`config.mk`:
```
export PLATFORM = sky130hd
export DESIGN_NAME = infix_to_postfix_converter
export DESIGN_NICKNAME = d
export VERILOG_FILES = /design/src/rtl/itp_pkg.sv /design/src/rtl/itp_stack_ram.sv /design/src/rtl/itp_ctrl.sv /design/src/rtl/infix_to_postfix_converter.sv
export SDC_FILE = /design/constraint.sdc
export NUM_CORES = 1
export LEC_CHECK = 0
export ABC_AREA = 1
export BUFFER_PORTS_ARGS = -buffer_cell sky130_fd_sc_hd__buf_2
export CELL_PAD_IN_SITES_DETAIL_PLACEMENT = 1
export CELL_PAD_IN_SITES_GLOBAL_PLACEMENT = 1
export CORE_UTILIZATION = 48
export CTS_CLUSTER_DIAMETER = 30
export DETAILED_ROUTE_END_ITERATION = 7
export HOLD_SLACK_MARGIN = 0.15
export PLACE_DENSITY_LB_ADDON = 0.1
export SETUP_SLACK_MARGIN = 0.2
export SYNTH_ARGS = -nofsm -noshare
export SYNTH_HDL_FRONTEND = slang
export SYNTH_SLANG_ARGS = --single-unit
```
`constraint.sdc`:
```
create_clock -name clk -period 5.6 [get_ports clk]
set_input_delay 1.12 -clock clk [delete_from_list [all_inputs] [get_ports clk]]
set_output_delay 1.12 -clock clk [all_outputs]
set_load 0.01 [all_outputs]
```
`src/rtl/itp_pkg.sv`:
```
`timescale 1ns / 1ps
`default_nettype none
// ---------------------------------------------------------------------------
// itp_pkg: shared types and constants
// operator codes, character classes and the result beat layout
// ---------------------------------------------------------------------------
package itp_pkg;

	// operator codes as kept on the stack
	localparam logic [2:0] CODE_NONE = 3'd0;
	localparam logic [2:0] CODE_LPAR = 3'd1;
	localparam logic [2:0] CODE_ADD  = 3'd2;
	localparam logic [2:0] CODE_SUB  = 3'd3;
	localparam logic [2:0] CODE_MUL  = 3'd4;
	localparam logic [2:0] CODE_DIV  = 3'd5;
	localparam logic [2:0] CODE_POW  = 3'd6;

	// character classes
	localparam logic [2:0] CLS_NONE = 3'd0;
	localparam logic [2:0] CLS_PASS = 3'd1;
	localparam logic [2:0] CLS_LPAR = 3'd2;
	localparam logic [2:0] CLS_RPAR = 3'd3;
	localparam logic [2:0] CLS_OP   = 3'd4;

	localparam logic [7:0] CHAR_LPAR = 8'h28;
	localparam logic [7:0] CHAR_RPAR = 8'h29;
	localparam logic [7:0] CHAR_MUL  = 8'h2A;
	localparam logic [7:0] CHAR_ADD  = 8'h2B;
	localparam logic [7:0] CHAR_SUB  = 8'h2D;
	localparam logic [7:0] CHAR_DIV  = 8'h2F;
	localparam logic [7:0] CHAR_POW  = 8'h5E;

	typedef struct packed {
		logic [7:0] out_char;
		logic       has_char;
		logic       last;
		logic       overflow;
	} res_t;

	function automatic logic [2:0] op_code(input logic [7:0] ch);
		logic [2:0] c;
		case (ch)
			CHAR_ADD: c = CODE_ADD;
			CHAR_SUB: c = CODE_SUB;
			CHAR_MUL: c = CODE_MUL;
			CHAR_DIV: c = CODE_DIV;
			CHAR_POW: c = CODE_POW;
			default:  c = CODE_NONE;
		endcase
		return c;
	endfunction

	function automatic logic [2:0] classify(input logic [7:0] ch);
		logic [2:0] k;
		if ((ch >= 8'h61 && ch <= 8'h7A) || (ch >= 8'h41 && ch <= 8'h5A) ||
			(ch >= 8'h30 && ch <= 8'h39)) begin
			k = CLS_PASS;
		end else if (ch == CHAR_LPAR) begin
			k = CLS_LPAR;
		end else if (ch == CHAR_RPAR) begin
			k = CLS_RPAR;
		end else if (op_code(ch) != CODE_NONE) begin
			k = CLS_OP;
		end else begin
			k = CLS_NONE;
		end
		return k;
	endfunction

	function automatic logic [7:0] code_char(input logic [2:0] c);
		logic [7:0] r;
		case (c)
			CODE_LPAR: r = CHAR_LPAR;
			CODE_ADD:  r = CHAR_ADD;
			CODE_SUB:  r = CHAR_SUB;
			CODE_MUL:  r = CHAR_MUL;
			CODE_DIV:  r = CHAR_DIV;
			CODE_POW:  r = CHAR_POW;
			default:   r = 8'h00;
		endcase
		return r;
	endfunction

	function automatic logic [1:0] code_prec(input logic [2:0] c);
		logic [1:0] p;
		case (c)
			CODE_ADD: p = 2'd1;
			CODE_SUB: p = 2'd1;
			CODE_MUL: p = 2'd2;
			CODE_DIV: p = 2'd2;
			CODE_POW: p = 2'd3;
			default:  p = 2'd0;
		endcase
		return p;
	endfunction

endpackage
`default_nettype wire

```
`src/rtl/itp_stack_ram.sv`:
```
`timescale 1ns / 1ps
`default_nettype none
// ---------------------------------------------------------------------------
// itp_stack_ram: operator stack storage
// one write port, one read port, registered read data
// ---------------------------------------------------------------------------
module itp_stack_ram #(
	parameter int STACK_DEPTH = 32
) (
	input  wire                            clk,
	input  wire                            wr_en,
	input  wire [$clog2(STACK_DEPTH)-1:0] wr_addr,
	input  wire [2:0]                      wr_data,
	input  wire                            rd_en,
	input  wire [$clog2(STACK_DEPTH)-1:0] rd_addr,
	output logic [2:0]                     rd_data
);

	// the top entry lives in a register, so one entry fewer is needed here
	localparam int ENTRIES = STACK_DEPTH - 1;

	logic [2:0] mem [ENTRIES];

	always_ff @(posedge clk) begin
		if (wr_en) begin
			mem[wr_addr] <= wr_data;
		end
	end

	always_ff @(posedge clk) begin
		if (rd_en) begin
			rd_data <= mem[rd_addr];
		end
	end

endmodule
`default_nettype wire

```
`src/rtl/itp_ctrl.sv`:
```
`timescale 1ns / 1ps
`default_nettype none
// ---------------------------------------------------------------------------
// itp_ctrl: shunting-yard sequencer
// keeps the stack top and count, drives the stack memory, issues result beats
// ---------------------------------------------------------------------------
module itp_ctrl
	import itp_pkg::*;
#(
	parameter int STACK_DEPTH = 32
) (
	input  wire                            clk,
	input  wire                            arst_n,
	input  wire                            acc,
	input  wire [7:0]                      in_char,
	input  wire                            in_fin,
	output logic                           idle,
	input  wire                            slot_free,
	output logic                           emit,
	output res_t                           res,
	output logic                           wr_en,
	output logic [$clog2(STACK_DEPTH)-1:0] wr_addr,
	output logic [2:0]                     wr_data,
	output logic                           rd_en,
	output logic [$clog2(STACK_DEPTH)-1:0] rd_addr,
	input  wire [2:0]                      rd_data
);

	localparam int CW = $clog2(STACK_DEPTH + 1);
	localparam int AW = $clog2(STACK_DEPTH);

	localparam logic [1:0] ST_IDLE = 2'd0;
	localparam logic [1:0] ST_PROC = 2'd1;
	localparam logic [1:0] ST_WAIT = 2'd2;

	logic [1:0]    state_q;
	logic [2:0]    cls_q;
	logic          fin_q;
	logic          emitted_q;
	logic          ovf_q;
	logic [CW-1:0] cnt_q;
	logic [7:0]    ch_q;
	logic [2:0]    oc_q;
	logic [2:0]    top_q;
	logic          bot_lpar_q;

	logic          emit_req;
	logic [7:0]    emit_char;
	logic          emit_has;
	logic          emit_last;
	logic          do_pop;
	logic          do_push;
	logic [2:0]    push_val;
	logic          do_clear;
	logic [2:0]    next_cls;
	logic [1:0]    next_state;
	logic          go;
	logic          cnt_zero;
	logic          cnt_one;
	logic          cnt_two;
	logic          cnt_full;
	logic [CW-1:0] cnt_m1;
	logic [CW-1:0] cnt_m2;

	assign cnt_zero = (cnt_q == '0);
	assign cnt_one  = (cnt_q == CW'(1));
	assign cnt_two  = (cnt_q == CW'(2));
	assign cnt_full = (cnt_q == CW'(STACK_DEPTH));
	assign cnt_m1   = cnt_q - CW'(1);
	assign cnt_m2   = cnt_q - CW'(2);

	always_comb begin
		emit_req   = 1'b0;
		emit_char  = 8'h00;
		emit_has   = 1'b1;
		emit_last  = 1'b0;
		do_pop     = 1'b0;
		do_push    = 1'b0;
		push_val   = CODE_NONE;
		do_clear   = 1'b0;
		next_cls   = cls_q;
		next_state = state_q;
		if (state_q == ST_PROC) begin
			case (cls_q)
				CLS_PASS: begin
					emit_req  = 1'b1;
					emit_char = ch_q;
					emit_last = fin_q && cnt_zero;
					next_cls  = CLS_NONE;
				end
				CLS_LPAR: begin
					do_push  = 1'b1;
					push_val = CODE_LPAR;
					next_cls = CLS_NONE;
				end
				CLS_RPAR: begin
					if (!cnt_zero && top_q != CODE_LPAR) begin
						emit_req   = 1'b1;
						emit_char  = code_char(top_q);
						// a lone open paren underneath is dropped, nothing follows
						emit_last  = fin_q && (cnt_one || (cnt_two && bot_lpar_q));
						do_pop     = 1'b1;
						next_state = ST_WAIT;
					end else if (!cnt_zero) begin
						// drop the matching open paren
						do_pop     = 1'b1;
						next_state = ST_WAIT;
						next_cls   = CLS_NONE;
					end else begin
						next_cls = CLS_NONE;
					end
				end
				CLS_OP: begin
					if (!cnt_zero && code_prec(top_q) >= code_prec(oc_q)) begin
						emit_req   = 1'b1;
						emit_char  = code_char(top_q);
						do_pop     = 1'b1;
						next_state = ST_WAIT;
					end else begin
						do_push  = 1'b1;
						push_val = oc_q;
						next_cls = CLS_NONE;
					end
				end
				default: begin
					if (!fin_q) begin
						next_state = ST_IDLE;
					end else if (!cnt_zero) begin
						// flush
						emit_req   = 1'b1;
						emit_char  = code_char(top_q);
						emit_last  = cnt_one;
						do_pop     = 1'b1;
						next_state = ST_WAIT;
					end else begin
						if (!emitted_q) begin
							// empty closing beat
							emit_req  = 1'b1;
							emit_has  = 1'b0;
							emit_last = 1'b1;
						end
						do_clear   = 1'b1;
						next_state = ST_IDLE;
					end
				end
			endcase
		end
	end

	assign go   = !emit_req || slot_free;
	assign idle = (state_q == ST_IDLE);
	assign emit = emit_req && slot_free;

	assign res.out_char = emit_char;
	assign res.has_char = emit_has;
	assign res.last     = emit_last;
	assign res.overflow = emit_last && ovf_q;

	// push spills the old top into memory; pop fetches the entry below
	assign wr_en   = go && do_push && !cnt_zero && !cnt_full;
	assign wr_addr = cnt_m1[AW-1:0];
	assign wr_data = top_q;
	assign rd_en   = go && do_pop && !cnt_zero && !cnt_one;
	assign rd_addr = cnt_m2[AW-1:0];

	always_ff @(posedge clk or negedge arst_n) begin
		if (!arst_n) begin
			state_q    <= ST_IDLE;
			cls_q      <= CLS_NONE;
			fin_q      <= 1'b0;
			emitted_q  <= 1'b0;
			ovf_q      <= 1'b0;
			cnt_q      <= '0;
			bot_lpar_q <= 1'b0;
		end else begin
			case (state_q)
				ST_IDLE: begin
					if (acc) begin
						state_q   <= ST_PROC;
						cls_q     <= classify(in_char);
						fin_q     <= in_fin;
						emitted_q <= 1'b0;
					end
				end
				ST_PROC: begin
					if (go) begin
						state_q <= next_state;
						cls_q   <= next_cls;
						if (emit_req) begin
							emitted_q <= 1'b1;
						end
						if (do_pop) begin
							cnt_q <= cnt_m1;
						end
						if (do_push) begin
							if (cnt_full) begin
								ovf_q <= 1'b1;
							end else begin
								cnt_q <= cnt_q + CW'(1);
							end
						end
						// bottom entry kind, for the last-beat check on close
						if (do_push && cnt_zero) begin
							bot_lpar_q <= (push_val == CODE_LPAR);
						end
						if (do_clear) begin
							cnt_q <= '0;
							ovf_q <= 1'b0;
						end
					end
				end
				ST_WAIT: begin
					state_q <= ST_PROC;
				end
				default: begin
					state_q <= ST_IDLE;
				end
			endcase
		end
	end

	always_ff @(posedge clk) begin
		if (idle && acc) begin
			ch_q <= in_char;
			oc_q <= op_code(in_char);
		end
		if (state_q == ST_PROC && go && do_push && !cnt_full) begin
			top_q <= push_val;
		end else if (state_q == ST_WAIT) begin
			top_q <= rd_data;
		end
	end

`ifndef SYNTHESIS
	a_cnt_bound: assert property (@(posedge clk) disable iff (!arst_n)
		cnt_q <= CW'(STACK_DEPTH))
		else $error("stack count beyond depth");
	a_last_needs_fin: assert property (@(posedge clk) disable iff (!arst_n)
		emit && res.last |-> fin_q)
		else $error("last beat outside final character");
	a_wait_after_pop: assert property (@(posedge clk) disable iff (!arst_n)
		state_q == ST_WAIT |-> $past(state_q) == ST_PROC && $past(do_pop))
		else $error("read wait without pop");
	a_last_ends: assert property (@(posedge clk) disable iff (!arst_n)
		emit && res.last |=> state_q == ST_WAIT || state_q == ST_PROC ||
		state_q == ST_IDLE)
		else $error("bad state after last beat");
`endif

endmodule
`default_nettype wire

```
`src/rtl/infix_to_postfix_converter.sv`:
```
`timescale 1ns / 1ps
`default_nettype none
// the input beat is registered into the sequencer, which then emits result beats
// per character: an accept step, a step for each action, a wait state after each
// pop (stack memory read), and a closing step
// results go through one output register, so input is taken while a beat waits
// reset: arst_n clears count, overflow flag, sequencer and output valid;
// stack memory contents are not cleared
// ---------------------------------------------------------------------------
// infix_to_postfix_converter: shunting-yard stream converter
// one infix character per input beat, at most one postfix character per output beat
// ---------------------------------------------------------------------------
module infix_to_postfix_converter
	import itp_pkg::*;
#(
	parameter int STACK_DEPTH = 32
) (
	input  wire        clk,
	input  wire        arst_n,
	input  wire        s_tvalid,
	output logic       s_tready,
	input  wire [7:0]  s_tdata,  // [7:0] in_char
	input  wire        s_tlast,  // end_of_expr
	output logic       m_tvalid,
	input  wire        m_tready,
	output logic [7:0] m_tdata,  // [7:0] out_char
	output logic [1:0] m_tuser,  // [0] has_char, [1] overflow
	output logic       m_tlast   // last beat of the expression
);

	localparam int AW = $clog2(STACK_DEPTH);

	logic          acc;
	logic          idle;
	logic          slot_free;
	logic          emit;
	res_t          res;
	res_t          res_q;
	logic          m_valid_q;
	logic          wr_en;
	logic [AW-1:0] wr_addr;
	logic [2:0]    wr_data;
	logic          rd_en;
	logic [AW-1:0] rd_addr;
	logic [2:0]    rd_data;

	// input side: the sequencer takes a new character only when idle
	assign s_tready = idle;
	assign acc      = s_tvalid && s_tready;

	// output slot frees up in the same cycle its beat is taken
	assign slot_free = !m_valid_q || m_tready;

	itp_ctrl #(
		.STACK_DEPTH(STACK_DEPTH)
	) u_ctrl (
		.clk      (clk),
		.arst_n   (arst_n),
		.acc      (acc),
		.in_char  (s_tdata),
		.in_fin   (s_tlast),
		.idle     (idle),
		.slot_free(slot_free),
		.emit     (emit),
		.res      (res),
		.wr_en    (wr_en),
		.wr_addr  (wr_addr),
		.wr_data  (wr_data),
		.rd_en    (rd_en),
		.rd_addr  (rd_addr),
		.rd_data  (rd_data)
	);

	itp_stack_ram #(
		.STACK_DEPTH(STACK_DEPTH)
	) u_stack (
		.clk    (clk),
		.wr_en  (wr_en),
		.wr_addr(wr_addr),
		.wr_data(wr_data),
		.rd_en  (rd_en),
		.rd_addr(rd_addr),
		.rd_data(rd_data)
	);

	// output register: valid flag under reset, payload without
	always_ff @(posedge clk or negedge arst_n) begin
		if (!arst_n) begin
			m_valid_q <= 1'b0;
		end else if (emit) begin
			m_valid_q <= 1'b1;
		end else if (m_tready) begin
			m_valid_q <= 1'b0;
		end
	end

	always_ff @(posedge clk) begin
		if (emit) begin
			res_q <= res;
		end
	end

	assign m_tvalid = m_valid_q;
	assign m_tdata  = res_q.out_char;
	assign m_tuser  = {res_q.overflow, res_q.has_char};
	assign m_tlast  = res_q.last;

endmodule
`default_nettype wire
```
==> key figures <==
Die
  • Core ar.: between 10,000 and 15,000 sq um
  • Std cell rows: 42
  • Die Height: around 120 microns
  • IO Count: 26
  • Die width: approximately 120 microns
  • Die area: between 10,000 and 15,000 sq um
  • Starting Density: 0.494

Clock tree
  • CTS root buf: clkbuf_16
  • Cts bufs inserted: 17
  • Worst-path clk slew: around 60 ps
  • Hold_buf cts: 0
  • Clock Latency Late Sink: 420 ps
  • Cts repair resizes: 0
  • Clock Tree Buf Depth: 2
  • CTS tree: yes
  • Post-CTS setup buffer count: 0
  • H-tree depth reported by CTS: 4
  • CTS Sinks: 137

Synthesis
  • Register area share after synthesis: 0.611
  • Fraction of registers with async set or reset after synthesis: 0.117
  • Main synth FF type: edfxtp_1
  • Cell variety after synth: 42
  • Synthesized netlist net count: between 600 and 700
  • Synth area leaders: edfxtp_1 (55%), nor2_1 (6.1%), dfrtp_1 (6.1%)
  • Syn Inst Count: about 640
  • Area leader, netlist: edfxtp_1
  • Yosys top cell area share: 0.551
  • Flops & latches, synth: 137
  • Ys Warns: 0
  • Synthesized area: about 6600 sq um
  • Post-synth EDFFs: between 100 and 150
  • Synthesized area per cell: around 10 sq um

Hold path
  • Worst hold path type: flop to flop
  • Hold_sp: u_ctrl.cls_q[1]$_DFFE_PN0P_

STA
  • Worst Tran Pin Value: between 700 and 800 ps
  • Max-slew violations: 0
  • RSZ-0062 raised after global routing: false
  • Setup TNS: 0 ps
  • Fin crit period: between 3000 and 4000 ps
  • Worst Skew: 6.98 ps
  • Fin crit share: 0.644
  • Hold Violations, Final: 0
  • Finish-stage setup viols: 0
  • Max Freq: 277 MHz
  • Slew headroom: 0.467

Critical path
  • Worst path required time: between 5000 and 6000 ps
  • Crit path DAT: 3690 ps
  • Kind of critical path: flop to flop
  • FF-to-FF Start: u_ctrl.wr_data[2]$_DFFE_PP_
  • Beginning of the critical path: u_ctrl.wr_data[2]$_DFFE_PP_
  • Startpoint types: flop
  • Worst Path Max Fanout: 36
  • Setup crit end kind: flop

Cells and area
  • Commonest non-fill, non-tap cell in the layout: edfxtp_1
  • # nets final: approximately 700
  • Share of layout cells above drive strength 1: 0.118
  • Most frequent cells in the layout: edfxtp_1 (121), nor2_1 (107), nand2_1 (100)
  • Final cell count without fillers: 855
  • Area grow syn2layout: 13.3%
  • Diode count: 0

GRT
  • Largest net degree at the start of global routing: 53
  • Vias in the first global route: between 5,000 and 6,000
  • Global-route wire length before repair: approximately 27 mm
  • Initial antenna violation count: 0
  • Grt ovf: 0
  • GRT Total Usage: 0.254

Routing
  • Routed Wire Length: about 17 mm
  • Via count: between 4,000 and 5,000
  • Antenna Nets Post-Route: 0
  • DRT Pass-1 Iters: 4
  • DRC: 0
  • Initial detailed-routing violation count: 323
  • Routed vias/inst: about 5.7
  • Routed length per placed instance: 20.0 microns

Pwr
  • Cell Pwr Density: between 500 and 600 nW/um^2
  • Peak supply drop: 0.238 mV
  • Leak Pwr: around 2.8 nW

Place
  • Placed cells: 824
  • Number of port buffers: 25
  • DP HPWL: about 12 mm
  • GP Congestion: about 0.84

Job
  • Max cap viols: 0

Run status
  • Run status: finished clean
==> registers in the layout (all words and copies together) (netlist names), 3 cells and up <==
| name | flops |
|---|---|
| u_stack.mem | 93 |
| u_stack.rd_data | 3 |
| u_ctrl.cnt_q | 6 |
| u_ctrl.ch_q | 8 |
| u_ctrl.wr_data | 3 |
| u_ctrl.cls_q | 3 |
| u_ctrl.oc_q | 3 |
| m_tdata | 8 |
==> cell usage after synthesis (2+ instances only) <==
library cell / number
edfxtp_1: 121
o31ai_2: 2
xor2_1: 6
a21oi_1: 9
dfrtp_1: 16
nand2_1: 100
buf_6: 2
nor3b_1: 2
clkinv_1: 2
buf_2: 8
nor2_2: 3
nand3_1: 46
o21ai_1: 2
inv_2: 2
o221ai_1: 19
nand4_1: 7
ha_1: 12
nor3_1: 9
a31oi_1: 3
o21ai_0: 66
xnor2_1: 3
o211ai_1: 6
nand3_4: 2
nand3b_1: 2
nand2_4: 2
inv_1: 46
nor2_1: 107
a211oi_1: 2
o22ai_1: 3
nand3_2: 4
buf_4: 2
nand2_2: 3
clkbuf_1: 10
==> critical path, stage by stage, from the launching register on <==
cell and delay, ps:
edfxtp_1 320, buf_4 360, inv_1 190, nor3_1 570, nor2_1 120, ha_1 330
nand2_1 60, nand3_1 130, nand2_2 110, nand2_4 90, nand2_8 120, nand3_1 440
nor2_1 420
==> logic make-up (layout without fill, tap and decap cells) <==
group           count (synthesis)  after routing  share of synthesized area
flops                         137            137                      0.611
compound gates                116            116                      0.107
buf+inv                        72            113                     0.0459
fa+ha+maj                      12             12                     0.0228
simple gates                  292            292                      0.201
xor+xnor                        9              9                     0.0119
==> worst paths after layout <==
check / slack (ps) / depth (start not counted) / end
worst max-delay path: 1990 / 12 / u_stack.mem[0][0]$_DFFE_PP_
worst min-delay path: 520 / 2 / u_ctrl.cls_q[1]$_DFFE_PN0P_
worst max register to register: 1990 / 12 / u_stack.mem[0][0]$_DFFE_PP_
worst min register to register: 520 / 2 / u_ctrl.cls_q[1]$_DFFE_PN0P_
max in group asynchronous: 4690 / 1 / u_ctrl.cls_q[2]$_DFFE_PN0P_
min in group asynchronous: 620 / 1 / u_ctrl.ovf_q$_DFFE_PN0P_
==> cell type report <==
class	count	area (sq um)
fillers	1473	5880
flip-flops and latches	137	4030
multi-input cells	429	2260
clock buffers	21	440
well taps	176	220
inverters	50	188
repair buffers	32	178
clock inverters	10	151
==> per-layer routing <==
layer / global-route usage / vias up / share of wire
li1: - / 2307 / -
met5: 0 / - / 0
met1: 0.299 / 2447 / 0.41
met2: 0.452 / 90 / 0.53
met4: 0.112 / 0 / 0.028
met3: 0.0460 / 31 / 0.031
==> power by group <==
part | switching, mW | total (mW) | internal, mW
logic | 0.976 | 1.33 | 0.359
registers | 0.0636 | 1.35 | 1.28
clock network | 0.404 | 1.14 | 0.737
total | 1.44 | 3.82 | 2.38
==> per-stage QoR <==
step	cell area (sq um)	utilization	power (mW)	setup WS, ps	hold WS [ps]
global route	7470	0.560	4.02	1700	549
global placement	6880	0.515	2.62	2310	480
detailed placement	6880	0.515	2.68	2100	501
floorplan	6600	-	2.27	2780	453
finish	7470	0.560	3.82	1990	516
CTS	7470	0.560	3.84	1970	514
(Power assumes the default switching activity.)
